[src/sv/iqdf_pkg.sv]
// ----------------------------------------------------------------------------
// iqdf_pkg
// Types and constants of the decimating I/Q FIR filter.
// ----------------------------------------------------------------------------
package iqdf_pkg;

    localparam int SAMPLE_BITS = 16;
    localparam int COEF_BITS   = 16;
    localparam int OUT_BITS    = 16;
    localparam int PROD_W      = SAMPLE_BITS + COEF_BITS;
    localparam int CIDX_W      = 7;
    localparam int CFG_IDX_W   = 2;
    localparam int CFG_DATA_W  = 8;
    localparam int DEC_W       = 5;
    localparam int TAPS_W      = 8;
    localparam int SHIFT_W     = 5;
    localparam int PHASE_W     = 4;

    localparam int DEC_MAX     = 16;
    localparam int OUT_MAX     = 32767;
    localparam int OUT_MIN     = -32768;

    localparam logic [DEC_W-1:0]   DEC_RESET   = 5'd10;
    localparam logic [TAPS_W-1:0]  TAPS_RESET  = 8'd101;
    localparam logic [SHIFT_W-1:0] SHIFT_RESET = 5'd15;

    typedef enum logic {
        OP_LOAD   = 1'b0,
        OP_SAMPLE = 1'b1
    } t_opcode;

    typedef enum logic [CFG_IDX_W-1:0] {
        CFG_DECIMATION   = 2'd0,
        CFG_TAP_COUNT    = 2'd1,
        CFG_OUTPUT_SHIFT = 2'd2
    } t_cfg_reg;

    typedef enum logic [1:0] {
        ST_IDLE,
        ST_RUN,
        ST_FLUSH,
        ST_DONE
    } t_state;

    typedef struct packed {
        t_opcode                       opcode;
        logic signed [SAMPLE_BITS-1:0] sample_i;
        logic signed [SAMPLE_BITS-1:0] sample_q;
        logic [CIDX_W-1:0]             coef_index;
        logic signed [COEF_BITS-1:0]   coef_value;
    } t_in_item;

    typedef struct packed {
        logic signed [OUT_BITS-1:0] out_i;
        logic signed [OUT_BITS-1:0] out_q;
    } t_out_item;

    typedef struct packed {
        logic signed [COEF_BITS-1:0]   coef;
        logic signed [SAMPLE_BITS-1:0] di;
        logic signed [SAMPLE_BITS-1:0] dq;
    } t_tap;

    typedef struct packed {
        logic                        shift;
        logic                        rotate;
        logic                        load;
        logic [CIDX_W-1:0]           coef_index;
        logic signed [COEF_BITS-1:0] coef_value;
    } t_cell_ctl;

    typedef struct packed {
        logic clear;
        logic take;
    } t_mac_ctl;

endpackage

[src/sv/iqdf_tap_cell.sv]
// ----------------------------------------------------------------------------
// iqdf_tap_cell
// One tap of the ring: coefficient and I/Q delay entry, shifts on a sample,
// rotates toward the head during a convolution pass.
// ----------------------------------------------------------------------------
module iqdf_tap_cell
    import iqdf_pkg::*;
#(
    parameter int unsigned IDX = 0
) (
    input  logic      i_clk,
    input  logic      i_rst_n,
    input  t_cell_ctl i_ctl,
    input  t_tap      i_left,
    input  t_tap      i_right,
    output t_tap      o_tap
);

    t_tap r_tap;
    t_tap n_tap;
    logic w_hit;

    assign w_hit = i_ctl.load && (IDX < 2 ** CIDX_W) && (i_ctl.coef_index == CIDX_W'(IDX));

    always_comb begin
        n_tap = r_tap;
        if (i_ctl.rotate) begin
            n_tap = i_right;
        end else if (i_ctl.shift) begin
            n_tap.di = i_left.di;
            n_tap.dq = i_left.dq;
        end
        if (w_hit) begin
            n_tap.coef = i_ctl.coef_value;
        end
    end

    always_ff @(posedge i_clk) begin
        if (!i_rst_n) begin
            r_tap <= '0;
        end else begin
            r_tap <= n_tap;
        end
    end

    assign o_tap = r_tap;

endmodule

[config.mk]
export PLATFORM = sky130hd
export DESIGN_NAME = iqdf_tap_cell
export DESIGN_NICKNAME = d
export VERILOG_FILES = /design/src/sv/iqdf_pkg.sv /design/src/sv/iqdf_tap_cell.sv
export SDC_FILE = /design/constraint.sdc
export NUM_CORES = 1
export LEC_CHECK = 0
export BUFFER_PORTS_ARGS = -buffer_cell sky130_fd_sc_hd__clkbuf_2
export CAP_MARGIN = 40
export CELL_PAD_IN_SITES_DETAIL_PLACEMENT = 2
export CELL_PAD_IN_SITES_GLOBAL_PLACEMENT = 2
export CORE_ASPECT_RATIO = 1.1
export CORE_MARGIN = 2
export CORE_UTILIZATION = 22
export DETAILED_ROUTE_END_ITERATION = 7
export PLACE_DENSITY = 0.93
export SYNTH_ARGS = -nofsm -noshare
export SYNTH_HDL_FRONTEND = slang
export SYNTH_SLANG_ARGS = --single-unit
export TNS_END_PERCENT = 10
[constraint.sdc]
create_clock -name i_clk -period 2.3 [get_ports i_clk]
set_input_delay 0.115 -clock i_clk [delete_from_list [all_inputs] [get_ports i_clk]]
set_output_delay 0.115 -clock i_clk [all_outputs]
set_load 0.005 [all_outputs]
* After elaboration in Yosys (flattened, before gate mapping)
Cells that the tools add are included.
** Word-level totals
- Register bits after elaboration :: 48
- Bits in latches :: 0
- Bits in writable memories :: 0
- ROM bits :: 0
- Input bits :: 124
- Output and inout bits :: 48
- Word-level logic and storage cells :: 11
- Memories :: 0
** Cells by class
- Add/sub/neg operators :: 0
- Multipliers :: 0
- Div/mod/pow operators :: 0
- Order comparisons :: 0
- Equality and inequality tests :: 0
- Shift operators :: 0
- Multiplexer cells :: 4
- Bitwise gates (word level) :: 0
- Reduce and logical (&&, ||, !) cells :: 4
** Operators by type and width (count)
- $mux 32 :: 2
- $mux 16 :: 2
- $logic_not 7->1 :: 1
- $reduce_bool 2->1 :: 2
- $logic_and 1x1->1 :: 1

* Logic depth before layout (Yosys ltp)
- Depth in word-level cells :: 3
- Gate-level depth with buffers :: 6
- Mapped depth without buffers :: 3

* Worst setup path after synthesis
OpenSTA, ideal clock, no wires.
- Path kind :: input -> register
- Start point :: input port i_ctl[22] (netlist name)
- End point :: register r_tap (netlist bit o_tap[32])
- Setup time :: 116 ps
- Arrival :: 1430 ps
- Path slack :: 754 ps
- Cell stages on the path :: 6
- Path buffers :: 3
- Cells stage by stage :: or4b_1 clkbuf_2 or2_1 buf_6 buf_6 o211a_1
** Between the ends
- Cells in the longest elaborated chain, start to end :: 3
** Ends and longest elaborated chain
- from (decl) :: line iqdf_tap_cell.sv:13 : input t_cell_ctl i_ctl,
- $logic_not 7->1 (*) :: line iqdf_tap_cell.sv:23 : assign w_hit = i_ctl.load && (IDX < 2 ** CIDX_W) && (i_ctl.coef_index == CIDX_W'(IDX));
- $logic_and 1x1->1 (*) :: line iqdf_tap_cell.sv:23
- $mux 16 / $reduce_bool 2->1 (equally long branches)
- to (signal assigned) :: line iqdf_tap_cell.sv:42 : r_tap <= n_tap;
- to (decl) :: line iqdf_tap_cell.sv:19 : t_tap r_tap;
Mark *: on every way between the ends. The rest lies on a longest branch, timed or not.
A chain may end at the register's enable or synchronous reset.

* Final worst setup path
- Start point :: input port i_ctl[17] (netlist name)
- End point :: register r_tap (netlist bit o_tap[32])
Same word-level chain as after synthesis.

==> run metrics <==
share of cells above drive strength 1 0.420; via count 2392; CTS tree done; Post-CTS Setup Bufs 0; Setup violations, final 0; largest net degree at the start of global routing 81; Hold Vio Cnt, Final 0; leakage 1.80 nW; Worst Max-Slew Pin Slew 0.801 ns; Max Cap Viol 0; worst reg2reg path startpoint o_tap[31]; Max clock buf depth 2; first-pass GRT wire length 12800 um; Final Instance Count excl. Fillers 538; Yosys top cell area share 0.418; setup ws final 0.943 ns; Row Count 39; final net count 518; # fillers 1206; max reg flops 48; vias in the first global route 2777; #FFs+latches synth 48; Tmin final 1.36 ns; Rel. slew slack 0.466; startpoint types primary input; vias per inst 4.45; post-DP HPWL 6200 um; power per cell area 601 nW/um^2; number of gates resized after cts 0; largest cells by area after synthesis dfxtp_1 42%, mux2i_1 21%, o21ai_0 10%, and2_1 8.7%, o211a_1 7.0%; multi-input logic area 1220 sq um; Total GRT Usage 0.141; post-synthesis sequential area ratio 0.418; Synth-to-Final Area Change 45.3%; Routed Antenna Nets 0; Distinct cells, synth 15; TritonCTS Buffers 5; Overflow after GRT 0; Total Wirelength 7910 um; syn_nets 375; Worst Min Path Start i_ctl[13]; Mapped Avg Cell Area 9.15 sq um; power after layout 0.00201 W; VDD IR max 289 uV; Critical Path AT 1.53 ns; Port-buffer cells 155; most frequent cells in the layout 155 x clkbuf_2, 48 x mux2i_1, 48 x dfxtp_1, 46 x o21ai_0; Die ar. 11300 sq um; diodes inserted 0; register area 961 sq um; Clock H-tree levels 2; Initial Util 0.223; start point of the critical path i_ctl[17]; die height 111 um; count of final max-slew check failures 0; Final Cycle Share 0.590; Final Cell Area 3340 sq um; netlist area before placement 2300 sq um; 1st-iter DRT viols 45; First-pass DRT Iterations 3; most common cell after layout, fill and taps aside clkbuf_2; clock sink count 48; RSZ-0062 raised after global routing no; dpl cell area 3190 sq um; CTS root buf clkbuf_16; yosys warns 0; dpl ws 0.640 ns; die width 101 um; hold buffers post-CTS 0; skew final 0 ns; Clock Pin Slew Worst Setup and Hold Paths 0.07 ns; initial antenna violation count 0; worst skew pair latency 0.28 ns; Core Area 10300 sq um; gpl congestion 0.744; Worst setup EP type register; kind of critical path in -> reg; Req. time, crit path 2.47 ns; DRC Markers 0; final setup TNS 0 ns; Mapped Cells 251; Synth area leader dfxtp_1; Routed WL per cell 14.7 um; Hold Crit Class in -> reg; Ports 172; Fmax 737 MHz; placed cells 530; crit-path max FO 16; run status completed
-- worst paths after layout --
kind                                   to  slack, ns  depth (start not counted)
worst max-delay path            o_tap[32]       0.94                          4
worst min-delay path            o_tap[45]       0.07                          2
worst max register to register  o_tap[31]       1.47                          3
worst min register to register  o_tap[39]       0.62                          3
-- kinds of logic (layout without fill, tap and decap cells) --
logic type | count (synthesis) | in the layout | synth area share
simple gates | 67 | 67 | 0.150
compound gates | 64 | 64 | 0.174
mux | 48 | 48 | 0.209
flops | 48 | 48 | 0.418
buf+inv | 24 | 168 | 0.0485
-- cell usage after synthesis --
cell and n:
dfxtp_1 48, mux2i_1 48, o21ai_0 46, and2_1 32
nand2_1 32, o211a_1 16, clkbuf_1 15, buf_2 4
buf_1 2, buf_6 2, o21ai_1 2, clkbuf_2 1
or2_1 1, or4_1 1, or4b_1 1
-- worst max-delay path: stages --
cell	delay [ns]
clkbuf_2	0.08
or4_1	0.55
or2_1	0.46
o211a_1	0.32
-- per-layer routing --
layer  wire length, um  track usage  up-vias
met5                 0            0        -
met4                74       0.0324        0
met3               549       0.0359        6
met2              4260        0.273       98
met1              3020        0.148     1135
li1                  -            -     1153
-- where the power goes --
part,internal [W],switching [W],total [W]
clock,0.000435,0.000309,0.000743
combinational,0.000192,0.000157,0.000349
sequential,0.000886,0.0000290,0.000914
total,0.00151,0.000494,0.00201
-- stage by stage --
step | util | hold WS [ns]
6_report | 0.324 | 0.0712
5_1_grt | 0.324 | 0.0644
4_1_cts | 0.324 | 0.0647
3_5_place_dp | 0.310 | 0.366
3_3_place_gp | 0.310 | 0.357
2_1_floorplan | - | 0.271
-- final cells by class --
class / count / area share
timing repair buffer: 160 / 0.247
clock buffer: 8 / 0.0439
tap: 143 / 0.0536
multi-input combinational: 179 / 0.367
sequential: 48 / 0.288
Note: power is estimated with default switching activity, not from simulation.
