<file path="config.mk">
export PLATFORM = sky130hd
export DESIGN_NAME = iqdf_mac
export DESIGN_NICKNAME = d
export VERILOG_FILES = /design/src/sv/iqdf_pkg.sv /design/src/sv/iqdf_mac.sv
export SDC_FILE = /design/constraint.sdc
export NUM_CORES = 2
export LEC_CHECK = 0
export ABC_AREA = 1
export BUFFER_PORTS_ARGS = -buffer_cell sky130_fd_sc_hd__buf_4
export CORE_MARGIN = 1.5
export CORE_UTILIZATION = 42
export CTS_BUF_LIST = sky130_fd_sc_hd__clkbuf_8
export CTS_CLUSTER_SIZE = 8
export DETAILED_ROUTE_END_ITERATION = 8
export GPL_TIMING_DRIVEN = 0
export PLACE_DENSITY_LB_ADDON = 0.2
export REMOVE_ABC_BUFFERS = 1
export SYNTH_ARGS = -nofsm -noshare
export SYNTH_HDL_FRONTEND = slang
export SYNTH_SLANG_ARGS = --single-unit
export TNS_END_PERCENT = 100
</file>
<file path="constraint.sdc">
create_clock -name i_clk -period 6.95 [get_ports i_clk]
set_clock_uncertainty 0.15 [all_clocks]
set_input_delay 0.3475 -clock i_clk [delete_from_list [all_inputs] [get_ports i_clk]]
set_output_delay 0.3475 -clock i_clk [all_outputs]
set_load 0.02 [all_outputs]
</file>
<file path="src/sv/iqdf_pkg.sv">
// ----------------------------------------------------------------------------
// iqdf_pkg
// Types and constants of the decimating I/Q FIR filter.
// ----------------------------------------------------------------------------
package iqdf_pkg;

    localparam int SAMPLE_BITS = 16;
    localparam int COEF_BITS   = 16;
    localparam int OUT_BITS    = 16;
    localparam int PROD_W      = SAMPLE_BITS + COEF_BITS;
    localparam int CIDX_W      = 7;
    localparam int CFG_IDX_W   = 2;
    localparam int CFG_DATA_W  = 8;
    localparam int DEC_W       = 5;
    localparam int TAPS_W      = 8;
    localparam int SHIFT_W     = 5;
    localparam int PHASE_W     = 4;

    localparam int DEC_MAX     = 16;
    localparam int OUT_MAX     = 32767;
    localparam int OUT_MIN     = -32768;

    localparam logic [DEC_W-1:0]   DEC_RESET   = 5'd10;
    localparam logic [TAPS_W-1:0]  TAPS_RESET  = 8'd101;
    localparam logic [SHIFT_W-1:0] SHIFT_RESET = 5'd15;

    typedef enum logic {
        OP_LOAD   = 1'b0,
        OP_SAMPLE = 1'b1
    } t_opcode;

    typedef enum logic [CFG_IDX_W-1:0] {
        CFG_DECIMATION   = 2'd0,
        CFG_TAP_COUNT    = 2'd1,
        CFG_OUTPUT_SHIFT = 2'd2
    } t_cfg_reg;

    typedef enum logic [1:0] {
        ST_IDLE,
        ST_RUN,
        ST_FLUSH,
        ST_DONE
    } t_state;

    typedef struct packed {
        t_opcode                       opcode;
        logic signed [SAMPLE_BITS-1:0] sample_i;
        logic signed [SAMPLE_BITS-1:0] sample_q;
        logic [CIDX_W-1:0]             coef_index;
        logic signed [COEF_BITS-1:0]   coef_value;
    } t_in_item;

    typedef struct packed {
        logic signed [OUT_BITS-1:0] out_i;
        logic signed [OUT_BITS-1:0] out_q;
    } t_out_item;

    typedef struct packed {
        logic signed [COEF_BITS-1:0]   coef;
        logic signed [SAMPLE_BITS-1:0] di;
        logic signed [SAMPLE_BITS-1:0] dq;
    } t_tap;

    typedef struct packed {
        logic                        shift;
        logic                        rotate;
        logic                        load;
        logic [CIDX_W-1:0]           coef_index;
        logic signed [COEF_BITS-1:0] coef_value;
    } t_cell_ctl;

    typedef struct packed {
        logic clear;
        logic take;
    } t_mac_ctl;

endpackage

</file>
<file path="src/sv/iqdf_mac.sv">
// ----------------------------------------------------------------------------
// iqdf_mac
// Shared I/Q multiply-accumulate at the head of the tap ring, with rounding
// shift and saturation of the sums.
// ----------------------------------------------------------------------------
module iqdf_mac
    import iqdf_pkg::*;
#(
    parameter int ACC_W = 39
) (
    input  logic               i_clk,
    input  logic               i_rst_n,
    input  t_mac_ctl           i_ctl,
    input  t_tap               i_head,
    input  logic [SHIFT_W-1:0] i_shift,
    output t_out_item          o_result
);

    logic signed [PROD_W-1:0] r_prod_i;
    logic signed [PROD_W-1:0] r_prod_q;
    logic                     r_prod_vld;
    logic signed [ACC_W-1:0]  r_acc_i;
    logic signed [ACC_W-1:0]  r_acc_q;

    function automatic logic signed [OUT_BITS-1:0] f_finish(
        input logic signed [ACC_W-1:0] acc,
        input logic [SHIFT_W-1:0]      sh
    );
        logic signed [ACC_W:0] rnd;
        logic signed [ACC_W:0] v;
        rnd = '0;
        if (sh != '0) begin
            rnd[sh - 1'b1] = 1'b1;
        end
        v = (ACC_W + 1)'(acc) + rnd;
        v = v >>> sh;
        if (v > (ACC_W + 1)'(OUT_MAX)) begin
            return OUT_BITS'(OUT_MAX);
        end else if (v < (ACC_W + 1)'(OUT_MIN)) begin
            return OUT_BITS'(OUT_MIN);
        end
        return OUT_BITS'(v);
    endfunction

    always_ff @(posedge i_clk) begin
        r_prod_i <= PROD_W'(i_head.coef) * PROD_W'(i_head.di);
        r_prod_q <= PROD_W'(i_head.coef) * PROD_W'(i_head.dq);
    end

    always_ff @(posedge i_clk) begin
        if (!i_rst_n) begin
            r_prod_vld <= 1'b0;
        end else begin
            r_prod_vld <= i_ctl.take && !i_ctl.clear;
        end
    end

    always_ff @(posedge i_clk) begin
        if (!i_rst_n) begin
            r_acc_i <= '0;
            r_acc_q <= '0;
        end else if (i_ctl.clear) begin
            r_acc_i <= '0;
            r_acc_q <= '0;
        end else if (r_prod_vld) begin
            r_acc_i <= r_acc_i + ACC_W'(r_prod_i);
            r_acc_q <= r_acc_q + ACC_W'(r_prod_q);
        end
    end

    always_comb begin
        o_result.out_i = f_finish(r_acc_i, i_shift);
        o_result.out_q = f_finish(r_acc_q, i_shift);
    end

endmodule

</file>
# Yosys cells after proc, flatten, opt, wreduce, memory -nomap -nowiden

Cells that the tools add are included.

Register bits after elaboration: 143
Input port bits: 57
Output and inout port bits: 32
Logic and storage cells: 39

Mux-type cells: 13
$add $sub $neg: 5
$mul: 2
Order comparisons: 6
Reduce and logical (&&, ||, !) cells: 5
Bitwise logic cells: 1
Shift operators: 2

Operator list:

| operator                                                           | number |
|---|---|
| two-way mux 16 bit                                                 | 6 |
| adder 39 x 33 -> 40 bit                                            | 2 |
| greater-than comparator 40 x 16 -> 1 bit (second input constant)   | 2 |
| less-than comparator 40 x 16 -> 1 bit (second input constant)      | 2 |
| >>> shifter 40 x 5 -> 40 bit                                       | 2 |
| adder 39 x 32 -> 39 bit                                            | 2 |
| multiplier 16 x 16 -> 32 bit                                       | 2 |
| two-way mux 32 bit                                                 | 1 |
| less-than comparator 5 x 7 -> 1 bit (second input constant)        | 1 |
| demux 1 bit (select 5 bit)                                         | 1 |
| greater-or-equal comparator 5 x 1 -> 1 bit (second input constant) | 1 |
| two-way mux 1 bit                                                  | 5 |
| nonzero test 5 bit                                                 | 1 |
| subtractor 5 x 1 -> 5 bit (second input constant)                  | 1 |
| logical AND 1 bit                                                  | 2 |
| OR reduction 2 bit                                                 | 1 |
| zero test 1 bit                                                    | 1 |
| NOT 1 bit                                                          | 1 |

# Longest topological paths before layout

Word-level depth: 12
Depth in mapped cells: 40
Mapped depth without buffers: 38

# Worst setup path before layout

No wires, ideal clock.

Path kind: in2reg
Start: input i_head[17] (netlist bit)
End: register r_prod_i[30]
Arrival: 6.386 ns
Path slack: 0.342 ns
Library setup time: 0.072 ns
Path buffers: 2
Data required time: 6.728 ns
Cell stages on the path: 29
Cell sequence: clkbuf_1 clkbuf_1 nand2_1 fa_1 inv_1 fa_1 inv_1 fa_1 fa_1 inv_1 fa_1 inv_1 fa_1 inv_1 ha_1 a21oi_1 o21ai_0 nor2_1 o21bai_1 a21oi_1 o21bai_1 a31oi_1 o21ai_0 a21boi_0 o21ai_0 a21oi_1 nor2_1 nor2_1 xor2_1

Longest elaborated chain between the ends: 1

Ends and longest elaborated chain:

| element                      | RTL line       | RTL |
|---|---|---|
| start, declared              | iqdf_mac.sv:14 | `input t_tap i_head,` |
| multiplier 16 x 16 -> 32 bit | iqdf_mac.sv:46 | `r_prod_i <= PROD_W'(i_head.coef) * PROD_W'(i_head.di);` |
| end signal, assigned         | iqdf_mac.sv:46 |  |
| end, declared                | iqdf_mac.sv:19 | `logic signed [PROD_W-1:0] r_prod_i;` |

Every way passes these cells.
A chain may end at the register's enable or synchronous reset.

==> summary.txt <==
Status
  • Outcome: completed

Final layout
  • Multi-input gate area: 0.0299 mm^2
  • Final nets: 6,550
  • Final Util: 44.5%
  • Share of post-route cells with drive strength above 1: 3.75%
  • Register area: 0.00286 mm^2
  • Layout fillers: 9,633
  • Layout area overhead: 4.89%
  • Fin area: 0.0401 mm^2

GRT
  • First-pass GRT wire length: 185,000 um
  • Remaining global-route overflow: 0
  • Vias in the first global route: 34.8k
  • Total Routing Usage GR: 24.7%
  • GR Util met1: 34.6%
  • Global route hottest layer: met2
  • Antenna violations before repair: 1
  • Met3 GRT Util: 1.93%
  • Routing usage on met2: 40.8%
  • Largest net degree at the start of global routing: 102

Floorplan
  • Ports: 89
  • Core area: 0.0901 mm^2
  • Die area: 0.0929 mm^2
  • Die Span Y: 305 um
  • Die Width: 305 um
  • Standard-cell row count: 110
  • Initial Util: 42.4%

Detailed routing
  • Vias per cell: 5.12
  • DRT Wirelength: 113,000 um
  • DRT antenna net count: 0
  • Via count: 35.2k
  • DRT iter0 DRCs: 2,575
  • Remaining DRCs: 0
  • Drt first pass iters: 6
  • Wire per inst: 16.4 um

Setup path
  • Slowest CP cell: buf_6
  • CP Class: input pin to output pin
  • Crit path max fanout: 90
  • Crit path top cell by count: nand2_1
  • Worst Setup Start Kind: input pin
  • CP bufs+invs: 6
  • Critical path arrival: 6120 ps
  • Kind of end point of the critical path: output pin
  • Max stage delay on crit path: 490 ps
  • CP required: 6450 ps
  • Delay-heaviest family, CP: simple AND/OR/NAND/NOR gates

Synthesis
  • Synth async-reset ratio: 0%
  • FF+latch count, synth: 143
  • Mapped Cells: 5,804
  • Register area share after synthesis: 7.48%
  • Mapped Area: 0.0383 mm^2
  • Unique masters post-synth: 57
  • Mean Syn Cell Area: 6.59 um^2
  • Synth Flop Type: dfxtp_1
  • EDFF count, synth: 0
  • Synth Warn #: 0

Timing
  • Final Cycle Share: 95.2%
  • Crit path time final: 6620 ps
  • Hold slack: 78.4 ps
  • RSZ-0062 raised after global routing: true
  • Slew headroom: 28.7%
  • Worst slew pin tran: 1070 ps
  • # setup viols final: 0
  • Final hold violation count: 0
  • Setup TNS: 0 ps
  • Achievable frequency: 0.151 GHz
  • Slew Limit Fails: 0

Pwr
  • Sequential Power Share: 8.3%
  • Total chip power: 17.9 mW
  • Combinational power share: 87.8%
  • Share of power burned in the clock network: 3.9%
  • Leak Pwr: 22.0 nW
  • Net Sw Power: 9.77 mW
  • P_int: 8.16 mW
  • VDD IR max: 692 uV
  • Switching share of total power: 54.5%
  • PwrDens: 447 mW/mm^2

Clock tree
  • Clk_lat worst skew: 490 ps
  • H-tree levels: 4
  • TritonCTS clock tree: done
  • Clock root cell: clkbuf_8
  • CTS Sinks: 143
  • TritonCTS Buffers: 17
  • Setup bufs post-CTS: 0
  • CTS Buffer Depth: 2
  • CTS clk-pin slew, worst paths: 80 ps

Placed design
  • IO buf count: 88
  • Routability cong.: 0.985
  • Dpl cell area: 0.0396 mm^2
  • DP Wirelength: 92,700 um

Min path
  • Min-Delay Path Class: input pin to flop

Flow run
  • Max Cap Violations: 0
worst reg2reg max path, delay by kind of cell (launching register included):
kind	cells	cell delay [ps]
XOR/XNOR	1	160
AO/OA/AOI/OAI	10	2690
adder cells (fa/ha/maj)	2	440
flip-flops	1	400
buffers and inverters	4	320
AND/OR/NAND/NOR	7	580
power by group through the flow:
stage / combinational [mW] / sequential (mW) / clock, mW
floorplan: 12.0 / 1.40 / 0
global placement: 15.7 / 1.51 / 0
detailed placement: 15.9 / 1.50 / 0
CTS: 16.0 / 1.49 / 0.713
global route: 18.4 / 1.50 / 0.751
finish: 15.8 / 1.49 / 0.693
cell usage after synthesis, types with 14 or more instances:
cell,number,share of area (%)
clkbuf_1,161,1.6
o211ai_1,14,0.27
a21oi_1,288,3.8
fa_1,526,28
ha_1,276,9.0
o21ai_1,14,0.18
nor3_1,19,0.25
nand2_1,1535,15
nand3_1,524,6.9
o21a_1,16,0.31
o21ai_0,238,3.1
inv_2,24,0.24
dfxtp_1,143,7.5
nor2_1,364,3.6
nand4_1,49,0.80
inv_1,1196,12
buf_1,51,0.50
nand2_2,20,0.33
xnor2_1,77,1.8
xor2_1,99,2.3
a31oi_1,36,0.59
final timing paths:
check | start | end | slack (ps) | cells past startpoint
worst min register to register | r_acc_i[0] | r_acc_i[0] | 440 | 2
worst max-delay path | i_shift[1] | o_result[18] | 330 | 30
worst min-delay path | i_head[16] | r_prod_i[0] | 80 | 3
worst max register to register | r_acc_q[0] | r_acc_q[38] | 2170 | 24
routing by layer:
metal	vias to the layer above	wire length (um)
met5	-	0
met4	0	2820
met3	131	5160
met2	842	51400
met1	16700	53500
li1	17600	-
cell families (layout without fill, tap and decap cells):
kind of cell	Yosys count	count (layout)	synth area share, %
xor gates and xnor gates	176	176	4.03
muxes	1	1	0.0262
AOI/OAI and AO/OA	671	671	9.57
DFF	143	143	7.48
other	1	3	0.00980
and+or+nand+nor	2560	2560	28.0
buffers and inverters	1450	1349	14.3
adders and majority gates	802	802	36.5
through the flow:
step	instances	setup WS, ps
finish	6881	333
global route	6881	-7.28
CTS	6879	6.48
detailed placement	6846	-584
global placement	6843	-1520
floorplan	5579	883
repair_timing:
action,in CTS,in global routing
hold endpoints to repair,1,0
resized for setup,5,31
endpoints found under the setup margin,31,35
pin swaps,0,0
hold buffers,1,0
area by class of cell:
| type | count | share of cell area (%) |
|---|---|---|
| repair buffers | 93 | 2.06 |
| clock inverters | 15 | 0.430 |
| clock buffers | 17 | 0.583 |
| diodes | 1 | 0.00624 |
| inverters | 1224 | 11.5 |
| flip-flops and latches | 143 | 7.14 |
| well taps | 1176 | 3.67 |
| multi-input cells | 4212 | 74.6 |
state kept, by name, indices dropped and copies added, names as in the netlist:
name	cells
r_acc_i	39
r_acc_q	39
r_prod_i	32
r_prod_q	32
r_prod_vld	1
layout by cell type, fill, tap and decap left out, types with 13 or more instances in the layout:
| master | instances |
|---|---|
| clkbuf_8 | 17 |
| fa_1 | 526 |
| ha_1 | 276 |
| inv_1 | 1195 |
| nor3_1 | 19 |
| a21oi_1 | 287 |
| o211ai_1 | 14 |
| o21bai_1 | 13 |
| nor2_2 | 14 |
| dfxtp_1 | 142 |
| buf_4 | 74 |
| a31oi_1 | 36 |
| o21a_1 | 16 |
| inv_2 | 20 |
| nor2_1 | 361 |
| nand2_2 | 20 |
| xor2_1 | 99 |
| nand3_1 | 524 |
| nand4_1 | 49 |
| o21ai_0 | 233 |
| nand2_1 | 1535 |
| xnor2_1 | 77 |
| o21ai_1 | 19 |
Power figures use the tool's default switching activity.
